$ cat config.mk
export PLATFORM = sky130hd
export DESIGN_NAME = fmqd_back
export DESIGN_NICKNAME = d
export VERILOG_FILES = /design/src/rtl/fmqd_pkg.sv /design/src/rtl/fmqd_back.sv
export SDC_FILE = /design/constraint.sdc
export NUM_CORES = 2
export LEC_CHECK = 0
export ABC_AREA = 1
export BUFFER_PORTS_ARGS = -buffer_cell sky130_fd_sc_hd__buf_2
export CAP_MARGIN = 0
export CORE_ASPECT_RATIO = 0.75
export CORE_UTILIZATION = 55
export DETAILED_ROUTE_END_ITERATION = 12
export PLACE_DENSITY = 0.74
export SLEW_MARGIN = 10
export SYNTH_ARGS = -nofsm -noshare
export SYNTH_HDL_FRONTEND = slang
export SYNTH_SLANG_ARGS = --single-unit
$ cat constraint.sdc
create_clock -name clk -period 2.7 [get_ports clk]
set_clock_uncertainty 0.2 [all_clocks]
set_input_delay 0.54 -clock clk [delete_from_list [all_inputs] [get_ports clk]]
set_output_delay 0.54 -clock clk [all_outputs]
set_load 0.03 [all_outputs]
$ cat src/rtl/fmqd_pkg.sv
// Package for the FM quadrature discriminator: payload structs, CORDIC widths,
// the arctangent table and the state carried down the CORDIC cell row.
// No dependencies.
package fmqd_pkg;

	// CORDIC iteration count; the angle table covers at most 24 iterations
	localparam int CORDIC_STAGES = 16;
	localparam int ATAN_LEN      = 24;
	localparam int CORDIC_CELLS  = (CORDIC_STAGES > ATAN_LEN) ? ATAN_LEN : CORDIC_STAGES;

	// Vector width covers the conjugate product after gain growth, angle is Q3.16
	localparam int XW  = 35;
	localparam int ZW  = 20;
	localparam int SHW = 5;
	localparam int GW  = 32;
	localparam int PW  = ZW + GW;

	localparam logic signed [ZW-1:0] HALF_PI_Q16 = 20'sd102944;
	localparam logic [62:0]          ENERGY_MAX  = {63{1'b1}};
	localparam logic signed [GW-1:0] GAIN_RESET  = 32'sd65536;
	localparam logic signed [ZW-1:0] DEMOD_MAX   = 20'sd32767;
	localparam logic signed [ZW-1:0] DEMOD_MIN   = -20'sd32768;

	localparam logic signed [ZW-1:0] ATAN_Q16 [ATAN_LEN] = '{
		20'sd51472, 20'sd30385, 20'sd16055, 20'sd8150, 20'sd4091, 20'sd2047,
		20'sd1024, 20'sd512, 20'sd256, 20'sd128, 20'sd64, 20'sd32,
		20'sd16, 20'sd8, 20'sd4, 20'sd2, 20'sd1, 20'sd0,
		20'sd0, 20'sd0, 20'sd0, 20'sd0, 20'sd0, 20'sd0
	};

	typedef struct packed {
		logic signed [15:0] sample_i;
		logic signed [15:0] sample_q;
		logic               block_end;
	} in_t;

	typedef struct packed {
		logic signed [15:0] demod_sample;
		logic               result_last;
		logic [31:0]        peak_power;
		logic [62:0]        energy_sum;
	} out_t;

	// Rotating vector plus the statistics riding along with it
	typedef struct packed {
		logic signed [XW-1:0] x;
		logic signed [XW-1:0] y;
		logic signed [ZW-1:0] z;
		logic                 zero;
		logic                 last;
		logic [31:0]          peak;
		logic [62:0]          energy;
	} vec_t;

endpackage

$ cat src/rtl/fmqd_back.sv
// Back end: angle times gain, truncation toward zero, 16-bit saturation and the
// result register. Depends on fmqd_pkg.
module fmqd_back import fmqd_pkg::*; (
	input  logic                 clk,
	input  logic                 arst_n,
	input  logic                 en,
	input  logic signed [GW-1:0] gain,
	input  logic                 vec_valid,
	input  vec_t                 vec,
	output logic                 out_valid,
	output out_t                 out_data
);

	logic                 v_s1, out_valid_q;
	logic signed [PW-1:0] prod_s1;
	logic                 last_s1;
	logic [31:0]          peak_s1;
	logic [62:0]          energy_s1;
	out_t                 out_q;

	logic signed [ZW-1:0] ang, quo, quo_t;
	out_t                 out_nxt;

	assign ang = vec.zero ? '0 : vec.z;

	always_comb begin
		quo = prod_s1[PW-1:GW];
		// floor to truncation for negative products with a remainder
		quo_t = (prod_s1[PW-1] && (prod_s1[GW-1:0] != '0)) ? quo + 20'sd1 : quo;
		out_nxt.result_last = last_s1;
		out_nxt.peak_power  = peak_s1;
		out_nxt.energy_sum  = energy_s1;
		if (quo_t > DEMOD_MAX) begin
			out_nxt.demod_sample = 16'sh7fff;
		end else if (quo_t < DEMOD_MIN) begin
			out_nxt.demod_sample = 16'sh8000;
		end else begin
			out_nxt.demod_sample = quo_t[15:0];
		end
	end

	always_ff @(posedge clk or negedge arst_n) begin
		if (!arst_n) begin
			v_s1        <= 1'b0;
			out_valid_q <= 1'b0;
		end else if (en) begin
			v_s1        <= vec_valid;
			out_valid_q <= v_s1;
		end
	end

	always_ff @(posedge clk) begin
		if (en) begin
			prod_s1   <= ang * gain;
			last_s1   <= vec.last;
			peak_s1   <= vec.peak;
			energy_s1 <= vec.energy;
			out_q     <= out_nxt;
		end
	end

	assign out_valid = out_valid_q;
	assign out_data  = out_q;

endmodule

---- Word level (Yosys, flattened, before mapping) ----
Index checks and enable logic that the tools add are counted.
operators by class
  $add $sub $neg .......................... 1
  multipliers ............................. 1
  order comparisons ....................... 2
  multiplexer cells ....................... 3
  reductions and logical operators ........ 2
operator list
  operator                                                                           number
  20-bit by 32-bit multiplier with 52-bit output                                     1
  20-bit two-way mux                                                                 2
  32-bit nonzero test                                                                1
  20-bit by 2-bit adder with 20-bit output, second input constant                    1
  20-bit by 16-bit greater-than comparator with 1-bit output, second input constant  1
  20-bit by 16-bit less-than comparator with 1-bit output, second input constant     1
  16-bit two-way mux                                                                 1
  1-bit logical AND                                                                  1
word-level totals
  flip-flop bits (word level) ............. 262
  bits of input ports ..................... 223
  output and inout bits ................... 113
  word-level logic and storage cells ...... 19

---- Logic depth before layout (Yosys ltp) ----
  depth in word-level cells ............... 5
  mapped depth ............................ 33
  gate-level depth less buffers ........... 31

---- Worst setup path before layout ----
Ideal clock, no wire load.
  path type ............................... input port to flip-flop
  start point ............................. in vec[96] in the netlist's numbering
  end point ............................... reg prod_s1[47] (data pin)
  library setup time ...................... 253 ps
  data arrival time ....................... 6849 ps
  data required time ...................... 2247 ps
  path slack .............................. -4601 ps
  stages on the path ...................... 29
  path buffers ............................ 2
  cell sequence ........................... inv_1 > clkbuf_1 > nand2_1 > clkbuf_1 > nor2_1 > fa_1 > inv_1 > fa_1 > inv_1 > fa_1 > inv_1 > fa_1 > inv_1 > fa_1 > inv_1 > fa_1 > fa_1 > inv_1 > ha_1 > nand2_1 > nor2_1 > inv_1 > nor2_1 > inv_1 > nor2_1 > nand3_1 > or2_1 > nand4_1 > nand2_1
on the way
  cells in the longest elaborated chain, start to end .. 2
RTL lines
  what                                            line             text
  start, declared                                 fmqd_back.sv:9   input vec_t vec,
  20-bit two-way mux                              fmqd_back.sv:24  assign ang = vec.zero ? '0 : vec.z;
  20-bit by 32-bit multiplier with 52-bit output  fmqd_back.sv:54  prod_s1 <= ang * gain;
  end signal, assigned                            fmqd_back.sv:54
  end, declared                                   fmqd_back.sv:15  logic signed [PW-1:0] prod_s1;
Every way passes these cells.
A chain may end at the register's enable or synchronous reset.

---- Worst setup path in the final report ----
  start point ............................. in vec[96] in the netlist's numbering
  end point ............................... reg prod_s1[45] (data pin)
Same word-level chain as after synthesis.

==> reports/metrics.cfg <==
[outcome]
run_status=complete, but fails checks
violations=negative setup slack

[grt]
antenna_found_initial=0
grt-ovfl-total=0
track_usage=0.340
grt_pass1_vias=27800
grt_max_degree=56
grt_pass1_wl_mm=152

[sta]
max_freq_mhz=150
slew_headroom=0.652
setup_ws_ps=-3970
setup_violations=49
period_share=2.47
hold_viol=0
rsz0062_at_grt=yes
final-max-slew-violation-count=0
tightest_slew_ps=521
finalCriticalPeriod_ps=6670

[placed_design]
gp_congestion=1.04
io_buffers=265
postPlaceCellArea_sq_um=37600
placed_cells=4701
dp_hpwl_mm=75.4

[final_layout]
stdcell_area_sq_um=42600
layout.cells.non_filler=4925
area_growth_syn_to_layout_pct=34.3
layout_commonest_cell=inv_1
final_cell_mix=763 x inv_1, 613 x fa_1, 457 x nand2_1
post-route-util=0.755
drive_gt1_frac=0.310
num-nets-final=5130

[worst_setup_path]
crit_top_cell=fa_1
critPathMaxStageDelay_ps=600
cp-startpoint=vec[96]
arrival_ps=6740
crit_path_end_kind=register
cp-start-kind=input port
path_class=input port to register
crit_fanout=8
slowest_stage=fa_1
reg2reg_from=prod_s1[33]$_DFFE_PP_
cp.required_ps=2780

[drt]
drc_errors=0
drtAntennaViolNets=0
vias_per_cell=5.34
wire_per_inst_um=20.5
wirelength_mm=101
vias=26300
initialDrtViolationCount=2857
firstDrtPassIters=6

[floorplanning]
row_count=75
io-pin-count=336
core_area_sq_um=56500
initial_core_util=0.562
die_w_um=279
die-area_sq_um=58700
die_h_um=210

[clocking]
clk_pin_slew_ps=70
cts_root_buf=clkbuf_16
tritoncts=built
max-clock-path-buffers=3
cts_buffers=22
h-tree-depth=1
clock_latency_ps=520
clock_sinks=262

[logic_synthesis]
synth_top_area_cell=fa_1
synth_top_area_share=0.401
synth_warnings=0
async_flop_share=0.00763
ys.flop_type=edfxtp_1
synth.cell_area_sq_um=31700
yosysUniqueCellTypes=39
synth_edf_count=260
avgSynthCellArea_sq_um=9.51
ys_seq_elements=262
ys_seq_area_frac=0.248
synthTopCellsByArea=fa_1 40%, edfxtp_1 25%, inv_1 9.8%
syn_nets=4329
syn_inst=3338

[min_path]
worstHoldStart=vec[8]
min_path_type=input port to register

[job]
cap_violations=0

## logic make-up (layout without fill, tap and decap cells)
logic type	after synthesis	after routing	synth area share
other cells	0	1	0
flops	262	262	0.248
compound gates	167	167	0.0292
buf+inv	952	1768	0.113
fa+ha+maj	768	768	0.453
xor+xnor	67	67	0.0185
simple gates	1122	1122	0.138
## final cells by class
| type | instances | area, sq um |
|---|---|---|
| inverters | 856 | 3300 |
| clock buffers | 26 | 566 |
| repair buffers | 872 | 7120 |
| flip-flops and latches | 262 | 7860 |
| repair inverters | 1 | 20.0 |
| well taps | 770 | 963 |
| fillers | 3625 | 13900 |
| diodes | 1 | 2.50 |
| clock inverters | 13 | 151 |
| multi-input cells | 2124 | 22700 |
## cell usage after synthesis (2+ instances only)
cell type,instances
buf_1,4
nor2_2,3
xor2_1,44
a31oi_1,7
ha_1,132
nand3_1,39
inv_1,827
nor4_1,2
clkbuf_1,86
clkinv_1,24
inv_2,5
nand2_1,541
o211ai_1,2
nor3_1,10
dfrtp_1,2
nor2_1,494
a21o_1,4
o21ai_0,56
edfxtp_1,260
a21oi_1,73
o21a_1,6
xnor2_1,23
a21boi_0,2
fa_1,636
nand4_1,16
o21ai_2,3
buf_4,2
buf_2,2
o21bai_1,12
nand2_2,12
## sequential cells by signal, indices dropped and copies added (netlist names)
signal,flops
last_s1,1
out_data,112
prod_s1,52
v_s1,1
energy_s1,63
peak_s1,32
out_valid,1
## final timing paths
path,end,slack [ps],depth (start not counted)
max,prod_s1[45]$_DFFE_PP_,-3970,28
max in group asynchronous,v_s1$_DFFE_PN0P_,2060,2
max reg2reg,out_data[101]$_SDFFCE_PN1P_,200,11
min in group asynchronous,out_valid$_DFFE_PN0P_,140,2
min reg2reg,out_data[54]$_DFFE_PP_,220,0
min,energy_s1[8]$_DFFE_PP_,20,1
## stage by stage
| stage | hold slack (ps) | worst slack, ps | setup TNS, ps |
|---|---|---|---|
| finish | 18.7 | -3970 | -170010 |
| global route | 2.55 | -4030 | -176060 |
| CTS | 1.52 | -3780 | -162470 |
| detailed placement | 126 | -4630 | -201890 |
| global placement | 126 | -4620 | -198490 |
| floorplan | 44.4 | -4020 | -164750 |
## critical path, delay by kind of cell
kind / cells / cell delay, ps
buffers and inverters: 11 / 1170
AO/OA/AOI/OAI: 3 / 640
AND/OR/NAND/NOR: 6 / 490
adder cells (fa/ha/maj): 8 / 3870
## layer usage
layer  global-route usage  wire, um  vias up
li1                     -         -    11400
met1                0.456     38000    13100
met2                0.547     47300     1537
met3                0.101     12400      297
met4               0.0846      3460        0
met5                    0         0        -
## timing repair
item | CTS | global route
hold buffers | 95 | 1
setup endpoints to repair | 49 | 49
buffers inserted | 31 | 46
cloned | 8 | 3
pin swaps | 82 | 114
endpoints found under the hold margin | 96 | 1
gates resized for setup | 387 | 230
Power is left out: the tool's default activity adds up to more than one toggle a clock period on the data nets, which glitch-free logic cannot reach.
