==> src/rtl/fmqd_pkg.sv <==
// Package for the FM quadrature discriminator: payload structs, CORDIC widths,
// the arctangent table and the state carried down the CORDIC cell row.
// No dependencies.
package fmqd_pkg;

	// CORDIC iteration count; the angle table covers at most 24 iterations
	localparam int CORDIC_STAGES = 16;
	localparam int ATAN_LEN      = 24;
	localparam int CORDIC_CELLS  = (CORDIC_STAGES > ATAN_LEN) ? ATAN_LEN : CORDIC_STAGES;

	// Vector width covers the conjugate product after gain growth, angle is Q3.16
	localparam int XW  = 35;
	localparam int ZW  = 20;
	localparam int SHW = 5;
	localparam int GW  = 32;
	localparam int PW  = ZW + GW;

	localparam logic signed [ZW-1:0] HALF_PI_Q16 = 20'sd102944;
	localparam logic [62:0]          ENERGY_MAX  = {63{1'b1}};
	localparam logic signed [GW-1:0] GAIN_RESET  = 32'sd65536;
	localparam logic signed [ZW-1:0] DEMOD_MAX   = 20'sd32767;
	localparam logic signed [ZW-1:0] DEMOD_MIN   = -20'sd32768;

	localparam logic signed [ZW-1:0] ATAN_Q16 [ATAN_LEN] = '{
		20'sd51472, 20'sd30385, 20'sd16055, 20'sd8150, 20'sd4091, 20'sd2047,
		20'sd1024, 20'sd512, 20'sd256, 20'sd128, 20'sd64, 20'sd32,
		20'sd16, 20'sd8, 20'sd4, 20'sd2, 20'sd1, 20'sd0,
		20'sd0, 20'sd0, 20'sd0, 20'sd0, 20'sd0, 20'sd0
	};

	typedef struct packed {
		logic signed [15:0] sample_i;
		logic signed [15:0] sample_q;
		logic               block_end;
	} in_t;

	typedef struct packed {
		logic signed [15:0] demod_sample;
		logic               result_last;
		logic [31:0]        peak_power;
		logic [62:0]        energy_sum;
	} out_t;

	// Rotating vector plus the statistics riding along with it
	typedef struct packed {
		logic signed [XW-1:0] x;
		logic signed [XW-1:0] y;
		logic signed [ZW-1:0] z;
		logic                 zero;
		logic                 last;
		logic [31:0]          peak;
		logic [62:0]          energy;
	} vec_t;

endpackage

==> src/rtl/fmqd_cordic_cell.sv <==
// One vectoring CORDIC iteration with its own register; cells chain into a row.
// Depends on fmqd_pkg.
module fmqd_cordic_cell import fmqd_pkg::*; (
	input  logic                 clk,
	input  logic                 arst_n,
	input  logic                 en,
	input  logic [SHW-1:0]       shift,
	input  logic signed [ZW-1:0] step,
	input  logic                 vec_in_valid,
	input  vec_t                 vec_in,
	output logic                 vec_out_valid,
	output vec_t                 vec_out
);

	logic                 valid_q;
	vec_t                 vec_q;
	vec_t                 vec_nxt;
	logic signed [XW-1:0] xs, ys;

	always_comb begin
		xs      = vec_in.x >>> shift;
		ys      = vec_in.y >>> shift;
		vec_nxt = vec_in;
		// drive y toward zero
		if (!vec_in.y[XW-1]) begin
			vec_nxt.x = vec_in.x + ys;
			vec_nxt.y = vec_in.y - xs;
			vec_nxt.z = vec_in.z + step;
		end else begin
			vec_nxt.x = vec_in.x - ys;
			vec_nxt.y = vec_in.y + xs;
			vec_nxt.z = vec_in.z - step;
		end
	end

	always_ff @(posedge clk or negedge arst_n) begin
		if (!arst_n) begin
			valid_q <= 1'b0;
		end else if (en) begin
			valid_q <= vec_in_valid;
		end
	end

	always_ff @(posedge clk) begin
		if (en) begin
			vec_q <= vec_nxt;
		end
	end

	assign vec_out_valid = valid_q;
	assign vec_out       = vec_q;

endmodule

==> config.mk <==
export PLATFORM = sky130hd
export DESIGN_NAME = fmqd_cordic_cell
export DESIGN_NICKNAME = d
export VERILOG_FILES = /design/src/rtl/fmqd_pkg.sv /design/src/rtl/fmqd_cordic_cell.sv
export SDC_FILE = /design/constraint.sdc
export NUM_CORES = 1
export LEC_CHECK = 0
export ABC_AREA = 1
export BUFFER_PORTS_ARGS = -buffer_cell sky130_fd_sc_hd__buf_4
export CAP_MARGIN = 20
export CELL_PAD_IN_SITES_DETAIL_PLACEMENT = 0
export CELL_PAD_IN_SITES_GLOBAL_PLACEMENT = 1
export CORE_MARGIN = 3
export CORE_UTILIZATION = 40
export CTS_BUF_LIST = sky130_fd_sc_hd__clkbuf_4 sky130_fd_sc_hd__clkbuf_8 sky130_fd_sc_hd__clkbuf_16
export CTS_CLUSTER_DIAMETER = 120
export DETAILED_ROUTE_END_ITERATION = 10
export GPL_TIMING_DRIVEN = 0
export PLACE_DENSITY = 0.83
export SLEW_MARGIN = 20
export SYNTH_ARGS = -nofsm -noshare
export SYNTH_HDL_FRONTEND = slang
export SYNTH_SLANG_ARGS = --single-unit
==> constraint.sdc <==
create_clock -name clk -period 1.91 [get_ports clk]
set_input_delay 0.0955 -clock clk [delete_from_list [all_inputs] [get_ports clk]]
set_output_delay 0.0955 -clock clk [all_outputs]
set_load 0.02 [all_outputs]
## Word level (Yosys, flattened, before mapping)

Cells that the tools add are included.

| storage, ports and cells | value |
|---|---|
| register bits after elaboration | 188 |
| input bits | 216 |
| output and inout bits | 188 |
| logic and storage cells | 17 |

| operators by class | value |
|---|---|
| add/sub/neg operators | 6 |
| shift-type cells | 2 |
| muxes and demuxes | 1 |

Operator list:

| operator | number |
|---|---|
| 90-bit two-way mux | 1 |
| 35-bit adder | 2 |
| 35-bit by 5-bit >>> shifter with 35-bit output | 2 |
| 35-bit subtractor | 2 |
| 20-bit adder | 1 |
| 20-bit subtractor | 1 |

## Longest topological paths before layout

Gate-level depths: netlist of the first run.

| logic depth | value |
|---|---|
| depth after elaboration | 3 |
| gate-level depth with buffers | 34 |
| mapped depth without buffers | 32 |

## Worst setup path after synthesis of the first run

OpenSTA, ideal clock, no wires.

| timing path | value |
|---|---|
| kind | input -> register |
| start point | input shift[0] |
| end point | register vec_q, in the netlist vec_out[181] (data pin) |
| setup time | 0.260 ns |
| arrival | 3.443 ns |
| data required time | 1.650 ns |
| path slack | -1.793 ns |
| stages on the path | 27 |
| path buffers | 2 |
| path through | buf_6 -> inv_4 -> buf_2 -> nand2_1 -> nand3_1 -> nand3_1 -> nand2_1 -> o21ai_1 -> nand2_1 -> nand2_1 -> ha_1 -> nand2_1 -> nor2_2 -> nand3_2 -> nor2_1 -> nor2_1 -> xor2_1 -> ha_1 -> a21o_1 -> o21ai_0 -> nand2_1 -> or2_2 -> a21oi_1 -> o21ai_0 -> nand2_1 -> nand2_1 -> xor2_1 |

RTL lines:

| what | line | RTL |
|---|---|---|
| from (decl) | fmqd_cordic_cell.sv:7 | `input logic [SHW-1:0] shift,` |
| to (signal assigned) | fmqd_cordic_cell.sv:46 | `vec_q <= vec_nxt;` |
| to (decl) | fmqd_cordic_cell.sv:16 | `vec_t vec_q;` |

==> results of run 1 <==
how the worst max path moves through the flow:
| stage | from | to | slack [ps] | cells after the start |
|---|---|---|---|---|
| detailed placement | shift[3] | vec_out[151] | -2940 | 28 |
| CTS | shift[0] | vec_out[151] | -1520 | 32 |
| global route | shift[0] | vec_out[186] | -1800 | 30 |
| floorplan | shift[0] | vec_out[150] | -1530 | 28 |
| finish | shift[0] | vec_out[186] | -1680 | 29 |
| global placement | shift[3] | vec_out[151] | -2990 | 28 |
metrics by stage:
step	total power (uW)	hold slack, ps	TNS [ps]
detailed placement	14300	-128	-150600
global route	22300	48.4	-91660
global placement	14300	-129	-208760
CTS	20000	26.7	-69470
finish	21400	51.4	-83620
floorplan	11200	-200	-78790
layout make-up:
cell class	count	area [sq um]
multi-input combinational	2012	14400
fill	3498	13700
sequential	188	5640
timing repair buffer	676	5620
buffer	90	886
inverter	170	683
tap	539	674
clock buffer	17	425
clock inverter	15	189
antenna	4	10.0
kinds of logic after synthesis:
group	count (synthesis)	synth area share (%)
simple gates	1531	38.7
compound gates	251	8.41
flops	188	32.7
buf+inv	261	6.34
mux	1	0.0653
fa+ha+maj	94	6.95
xor+xnor	135	6.86
registers in the layout, summed over array words and instances (netlist names):
name,count
vec_out,187
vec_out_valid,1
power breakdown:
group	total, uW	switching, uW	internal [uW]
clock network	3890	2100	1790
registers	5700	229	5480
logic	11800	6890	4880
total	21400	9220	12200
layer usage:
layer / vias up / GRT usage [%] / part of all wire (%)
met5: - / 0 / 0.014
met2: 1203 / 56.8 / 43
met3: 226 / 9.85 / 10
li1: 9774 / - / -
met4: 2 / 17.5 / 5.4
met1: 10289 / 50.9 / 41
placed cells by master, fill, tap and decap left out, types with 22 or more instances in the layout:
| master | synthesis | layout |
|---|---|---|
| xnor2_1 | 37 | 33 |
| buf_6 | 5 | 41 |
| nand2_2 | 22 | 163 |
| nand4_1 | 24 | 24 |
| dlygate4sd3_1 | 0 | 101 |
| nor2_2 | 12 | 46 |
| a21oi_1 | 99 | 29 |
| nor2_1 | 183 | 108 |
| inv_1 | 163 | 147 |
| ha_1 | 91 | 42 |
| clkbuf_16 | 0 | 22 |
| nand3_4 | 0 | 30 |
| a21oi_4 | 0 | 24 |
| nand2_4 | 2 | 57 |
| xor2_1 | 98 | 89 |
| o21ai_1 | 13 | 22 |
| buf_4 | 5 | 548 |
| nor2_4 | 4 | 45 |
| nand2_1 | 774 | 576 |
| a21oi_2 | 0 | 46 |
| ha_4 | 0 | 42 |
| edfxtp_1 | 187 | 187 |
| o21ai_2 | 0 | 28 |
| nand3_1 | 471 | 311 |
| nand3_2 | 12 | 142 |
what timing repair did:
item,in CTS,in global routing
gates resized for setup,558,333
buffers inserted,116,58
hold buffers,101,0
pin swaps,152,117
gates cloned,5,0
endpoints found under the setup margin,81,82
endpoints found under the hold margin,100,0
==> run_results.csv, run 1 <==
group,metric,value,unit
status,status,"finished with violations",
status,violations,"negative setup slack",
setup_path,r2r_end,"vec_out_valid",
run,maxCapViolCount,0,
setup_path,cp_max_fo,8,
hold_path,holdPathEnd,"vec_out[118]",
place,gp_congestion,1.04,
place,place.port_buffers,397,
die,row_count,75,
hold_path,hold_depth,2,
synthesis,yosysTopAreaCellShare,32.6,%
sta,finalHoldViolations,0,
sta,setup_viol,81,
sta,finalClockSkew,0,ps
cts,cts_sinks,188,
synthesis,synth_area_leaders,"edfxtp_1, nand2_1, nand3_1",
synthesis,yosysMostFrequentCell,"nand2_1",
cts,clk_pin_slew,110,ps
sta,relSlewSlack,32.3,%
cts,numCtsBuffers,17,
routing,drcViolationCount,0,
die,core_area,0.0422,sq mm
synthesis,async_flop_share,0.532,%
synthesis,postSynthCellCount,2461,
routing,wl_per_cell,24.6,microns
hold_path,hp-class,"input port to register",
setup_path,cpPeakStageDelay,310,ps
cts,root_buffer,"clkbuf_16",
place,pre_cts_slack,-2940,ps
cells_and_area,stdcell_area,0.0285,sq mm
setup_path,crit_type,"input port to register",
synthesis,synth_common_cells,"nand2_1, nand3_1, edfxtp_1",
die,start_util,40.8,%
synthesis,synth_cell_type_count,48,
global_routing,grtUsageTotal,37.7,%
power,leakagePower,0.0129,uW
cells_and_area,finalNonFillerCells,3711,
power,ir_worst_vdd,0.701,mV
setup_path,cp-start-kind,"input port",
synthesis,synthesis.area,0.0172,sq mm
cells_and_area,area_growth,65.3,%
synthesis,syn-num-nets,2771,
sta,max_slew.worst_pin.slew,1020,ps
synthesis,yosysTopAreaCell,"edfxtp_1",
global_routing,antenna_found_initial,5,
cells_and_area,drive_gt1_share,44.7,%
synthesis,synthFlopType,"edfxtp_1",
die,die_h,214,microns
sta,worst_slack,-1680,ps
hold_path,min_from,"vec_in[118]",
setup_path,reg2reg_depth,1,
setup_path,required,2190,ps
synthesis,synth_seq_cells,188,
global_routing,gr-total-overflow,0,
cells_and_area,nNetsFinal,3465,
cts,htreeDepth,4,
routing,routed_wl,91100,microns
global_routing,grt_pass1_vias,20165,
place,dp_hpwl,66700,microns
setup_path,critical_path_arrival,3860,ps
sta,fmax,279,MHz
setup_path,slowest_stage,"ha_1",
sta,min_period_over_period,188,%
routing,antenna_left,0,
die,pin_count,404,
setup_path,r2r_start,"vec_out_valid",
place,place_inst,3398,
cts,clkLatencyLatePin,480,ps
setup_path,path_buf_inv,6,
global_routing,grt_pass1_wl,127000,microns
routing,first_iter_violations,2486,
synthesis,synth-edff-count,187,
sta,grt_setup_unrepaired,"yes",
cts,clock_path_buffers,2,
global_routing,grt_max_degree,108,
cts,cts_tree,"yes",
place,placed_area,0.0217,sq mm
setup_path,ff2ff_setup_slack,1150,ps
power,p_per_area,750,mW/mm^2
die,die-area,0.0456,sq mm
routing,dr.pass1.iters,7,
routing,viasPerCell,5.79,
setup_path,crit_path_end_kind,"register",
sta,drv_slew,0,
die,die_w,214,microns
synthesis,avgSynthCellArea,7.01,sq um
synthesis,ys_warn_count,0,
sta,period_needed,3590,ps
routing,num_vias,21494,
setup_path,cp_top_family,"simple AND/OR/NAND/NOR gates",
cells_and_area,final_util,67.5,%
synthesis,seq_area_frac_synth,32.7,%
Power figures use the tool's default switching activity.
==> inputs of run 2 (changes only) <==
- CELL_PAD_IN_SITES_DETAIL_PLACEMENT: 0 -> not set
- CELL_PAD_IN_SITES_GLOBAL_PLACEMENT: 1 -> not set
- PLACE_DENSITY: 0.83 -> 0.62
==> run_results.csv, run 2 (synthesized netlist as in run 1, its figures left out) <==
group,metric,value,unit
die,pin_count,404,
hold_path,hp-class,"input port to register",
place,pre_cts_slack,-2940,ps
sta,min_period_over_period,187,%
cells_and_area,stdcell_area,0.0271,sq mm
power,p_per_area,744,mW/mm^2
power,ir_worst_vdd,0.608,mV
routing,first_iter_violations,2141,
cells_and_area,largest_reg_flops,187,
cells_and_area,finalNonFillerCells,3648,
setup_path,slowest_stage,"o21ai_4",
global_routing,grtUsageTotal,36.1,%
setup_path,cpPeakStageDelay,340,ps
sta,worst_slack,-1670,ps
status,status,"finished with violations",
routing,dr.pass1.iters,7,
sta,period_needed,3580,ps
die,row_count,75,
global_routing,gr-total-overflow,0,
global_routing,grt_pass1_vias,19404,
place,place.port_buffers,397,
sta,relSlewSlack,33.7,%
cts,cts_sinks,188,
cts,htreeDepth,4,
cells_and_area,area_growth,57.0,%
place,dp_hpwl,66400,microns
die,die-area,0.0456,sq mm
setup_path,required,2140,ps
sta,finalClockSkew,0,ps
sta,whs,-75.7,ps
place,placed_area,0.0217,sq mm
die,start_util,40.8,%
place,place_inst,3398,
power,leakagePower,0.0123,uW
setup_path,cp-start-kind,"input port",
die,die_h,214,microns
sta,max_slew.worst_pin.slew,995,ps
cells_and_area,drive_gt1_share,40.9,%
cells_and_area,layout_commonest_cell,"nand2_1",
cts,cts_tree,"yes",
die,die_w,214,microns
cts,numCtsBuffers,17,
global_routing,grt_pass1_wl,121000,microns
place,gp_congestion,1.02,
routing,routed_wl,87500,microns
setup_path,cp_max_fo,8,
routing,drcViolationCount,0,
routing,wl_per_cell,24.0,microns
sta,drv_slew,0,
status,violations,"negative hold slack, negative setup slack",
setup_path,crit_top_cell,"nand2_2",
global_routing,antenna_found_initial,2,
routing,antenna_left,0,
cts,holdBufCountCts,101,
cells_and_area,layout_common_cells,"nand2_1, buf_4, nand3_1",
routing,viasPerCell,5.80,
die,core_area,0.0422,sq mm
global_routing,grt_max_degree,106,
cts,clkLatencyLatePin,480,ps
sta,grt_setup_unrepaired,"yes",
sta,setup_viol,77,
cts,clk_pin_slew,80,ps
cts,root_buffer,"clkbuf_16",
sta,fmax,279,MHz
routing,num_vias,21151,
sta,finalHoldViolations,1,
cells_and_area,final_util,64.1,%
run,maxCapViolCount,0,
setup_path,crit_path_end_kind,"register",
cells_and_area,nNetsFinal,3404,
cts,clock_path_buffers,2,
setup_path,critical_path_arrival,3810,ps
setup_path,crit_type,"input port to register",
## run 2: power by group
part | switching, uW | total, uW | internal (uW)
Clock | 1920 | 3630 | 1710
Sequential | 206 | 5680 | 5480
Combinational | 6450 | 10800 | 4390
## run 2: through the flow
stage                     hold slack (ps)  total power, uW  setup TNS, ps
after floorplan                      -200            11200         -78790
final                               -75.7            20200         -82220
after detailed placement             -124            14300        -153870
after CTS                            -104            18900         -72030
after global placement               -124            14200        -215490
after global routing                -91.7            21100         -91620
## run 2: worst max-delay path: cells and delay by family
| kind | cells | cell delay [ps] |
|---|---|---|
| AND/OR/NAND/NOR | 13 | 1380 |
| buffers and inverters | 8 | 1110 |
| AO/OA/AOI/OAI | 5 | 740 |
| adder cells (fa/ha/maj) | 2 | 310 |
| XOR/XNOR | 1 | 140 |
## run 2: layout make-up
| class | instances | area (sq um) |
|---|---|---|
| Fill cell | 3739 | 15200 |
| Multi-Input combinational cell | 2012 | 13600 |
| Sequential cell | 188 | 5640 |
| Timing Repair Buffer | 614 | 4990 |
| Buffer | 91 | 908 |
| Inverter | 170 | 681 |
| Tap cell | 539 | 674 |
| Clock buffer | 17 | 425 |
| Clock inverter | 15 | 130 |
| Antenna cell | 2 | 5.00 |
## run 2: layer usage
| metal | routed length [microns] | vias to the layer above | global-route usage (%) |
|---|---|---|---|
| met5 | 0 | - | 0 |
| met4 | 4490 | 0 | 16.7 |
| met3 | 8700 | 193 | 7.56 |
| met2 | 38100 | 1184 | 55.0 |
| met1 | 36200 | 10145 | 49.3 |
| li1 | - | 9629 | - |
## run 2: worst paths after layout
check,cells after the start,slack [ps],endpoint,start
max,29,-1670,vec_out[180],shift[0]
min,2,-80,vec_out[117],vec_in[117]
max reg2reg,1,1130,vec_out_valid,vec_out_valid
min reg2reg,1,560,vec_out_valid,vec_out_valid
max in group asynchronous,3,1310,vec_out_valid,arst_n
min in group asynchronous,3,490,vec_out_valid,arst_n
## run 2: timing repair
action                                 in CTS  in global routing
setup buffers                              49                 63
endpoints found under the hold margin     101                  1
setup endpoints to repair                  79                 81
gates cloned                                0                  3
pin swaps                                  67                143
resized for setup                         315                406
==> inputs of run 3 (changes only) <==
- clock period: 1.91 -> 4.2 ns (I/O delays scaled with it)
==> run_results.csv, run 3 (synthesized netlist as in run 1, its figures left out) <==
group,metric,value,unit
sta,drv_slew,0,
routing,drcViolationCount,0,
setup_path,critical_path_arrival,4370,ps
global_routing,grt_max_degree,103,
power,ir_worst_vdd,0.219,mV
setup_path,cp_top_family,"simple AND/OR/NAND/NOR gates",
sta,finalHoldViolations,0,
setup_path,required,4440,ps
sta,fmax,242,MHz
cells_and_area,largest_reg_flops,187,
power,power,8260,uW
power,p_sw_share,42.3,%
cts,clock_path_buffers,2,
power,p_sw,3490,uW
setup_path,path_buf_inv,3,
die,die-area,0.0456,sq mm
sta,relSlewSlack,33.4,%
cells_and_area,nNetsFinal,3305,
routing,num_vias,20199,
setup_path,ff2ff_setup_slack,3450,ps
setup_path,cp_max_fo,10,
routing,wl_per_cell,23.0,microns
run,maxCapViolCount,0,
global_routing,antenna_found_initial,3,
place,place.port_buffers,397,
cts,numCtsBuffers,17,
cts,clkLatencyLatePin,490,ps
die,core_area,0.0422,sq mm
sta,period_needed,4130,ps
cts,cts_sinks,188,
setup_path,crit_top_cell,"nand2_1",
cells_and_area,regArea,0.00564,sq mm
status,status,"finished, final reports clean",
cells_and_area,area_growth,34.0,%
sta,setup_viol,0,
place,gp_congestion,1.06,
cts,root_buffer,"clkbuf_16",
power,leakagePower,0.0111,uW
cts,htreeDepth,4,
routing,routed_wl,81500,microns
routing,first_iter_violations,2375,
power,pwr-share-clk,20.9,%
cells_and_area,stdcell_area,0.0231,sq mm
sta,max_slew.worst_pin.slew,999,ps
die,die_h,214,microns
routing,dr.pass1.iters,6,
cells_and_area,drive_gt1_share,22.0,%
place,dp_hpwl,64600,microns
power,p_per_area,357,mW/mm^2
die,start_util,40.8,%
routing,viasPerCell,5.69,
power,power_frac_seq,31.2,%
cts,clk_pin_slew,80,ps
die,pin_count,404,
cells_and_area,fill_cells,4099,
die,row_count,75,
place,placed_area,0.0209,sq mm
cells_and_area,layout_commonest_cell,"nand2_1",
sta,grt_setup_unrepaired,"yes",
setup_path,crit_type,"input port to register",
global_routing,grtUsageTotal,34.2,%
sta,min_period_over_period,98.3,%
die,die_w,214,microns
power,intPower,4770,uW
cells_and_area,multi_input_area,0.0109,sq mm
global_routing,gr-total-overflow,0,
cells_and_area,layout_common_cells,"nand2_1, nand3_1, buf_4",
setup_path,slowest_stage,"ha_1",
routing,antenna_left,0,
global_routing,grt_pass1_vias,18635,
power,combPwrFrac,47.9,%
setup_path,cp-start-kind,"input port",
sta,finalClockSkew,0,ps
setup_path,crit_path_end_kind,"register",
hold_path,hp-class,"input port to register",
global_routing,grt_pass1_wl,116000,microns
setup_path,cpPeakStageDelay,370,ps
cts,cts_tree,"yes",
-- run 3: final timing paths --
kind                               startpoint             to  depth (start not counted)
worst max-delay path                 shift[1]   vec_out[181]                         26
worst min-delay path              vec_in[118]   vec_out[118]                          2
worst max register to register  vec_out_valid  vec_out_valid                          1
worst min register to register  vec_out_valid  vec_out_valid                          1
max in group asynchronous              arst_n  vec_out_valid                          3
min in group asynchronous              arst_n  vec_out_valid                          3
-- run 3: power groups by stage --
stage	Combinational (uW)	Sequential, uW	Clock (uW)
floorplan	1830	3020	0
global placement	3620	2610	0
detailed placement	3630	2620	0
CTS	3740	2580	1770
global route	4260	2610	1830
finish	3950	2580	1730
-- run 3: cell type report --
cell class,count,share of cell area [%]
well taps,539,2.92
plain buffers,91,2.30
flip-flops and latches,188,24.4
multi-input cells,2012,47.0
clock inverters,15,0.812
repair buffers,515,17.9
diodes,2,0.0217
clock buffers,17,1.84
inverters,170,2.79
-- run 3: timing repair --
item	in CTS	in global routing
resized for setup	31	128
setup buffers	0	16
pin swaps	0	14
hold endpoints to repair	100	0
hold buffers	101	0
setup endpoints to repair	29	35
-- run 3: per-layer routing --
metal  part of all wire, %  global-route usage (%)  vias to the layer above  wire length, microns
li1                      -                       -                     9423                     -
met1                    43                    46.9                     9458                 34700
met2                    42                    50.5                     1148                 34000
met3                    11                    9.33                      168                  8790
met4                   4.9                    15.2                        2                  3960
met5                 0.012                       0                        -                    10
-- run 3: through the flow --
step	setup TNS, ps	utilization [%]	hold slack [ps]	setup slack [ps]	std cells
after floorplan	0	-	-85.6	382	2461
final	0	54.7	105	70.6	3549
after global placement	-31090	49.5	-4.11	-1120	3397
after CTS	0	53.6	65.2	10.9	3531
after detailed placement	-30910	49.6	-4.31	-1140	3398
after global routing	-284	54.7	97.9	-64.8	3549
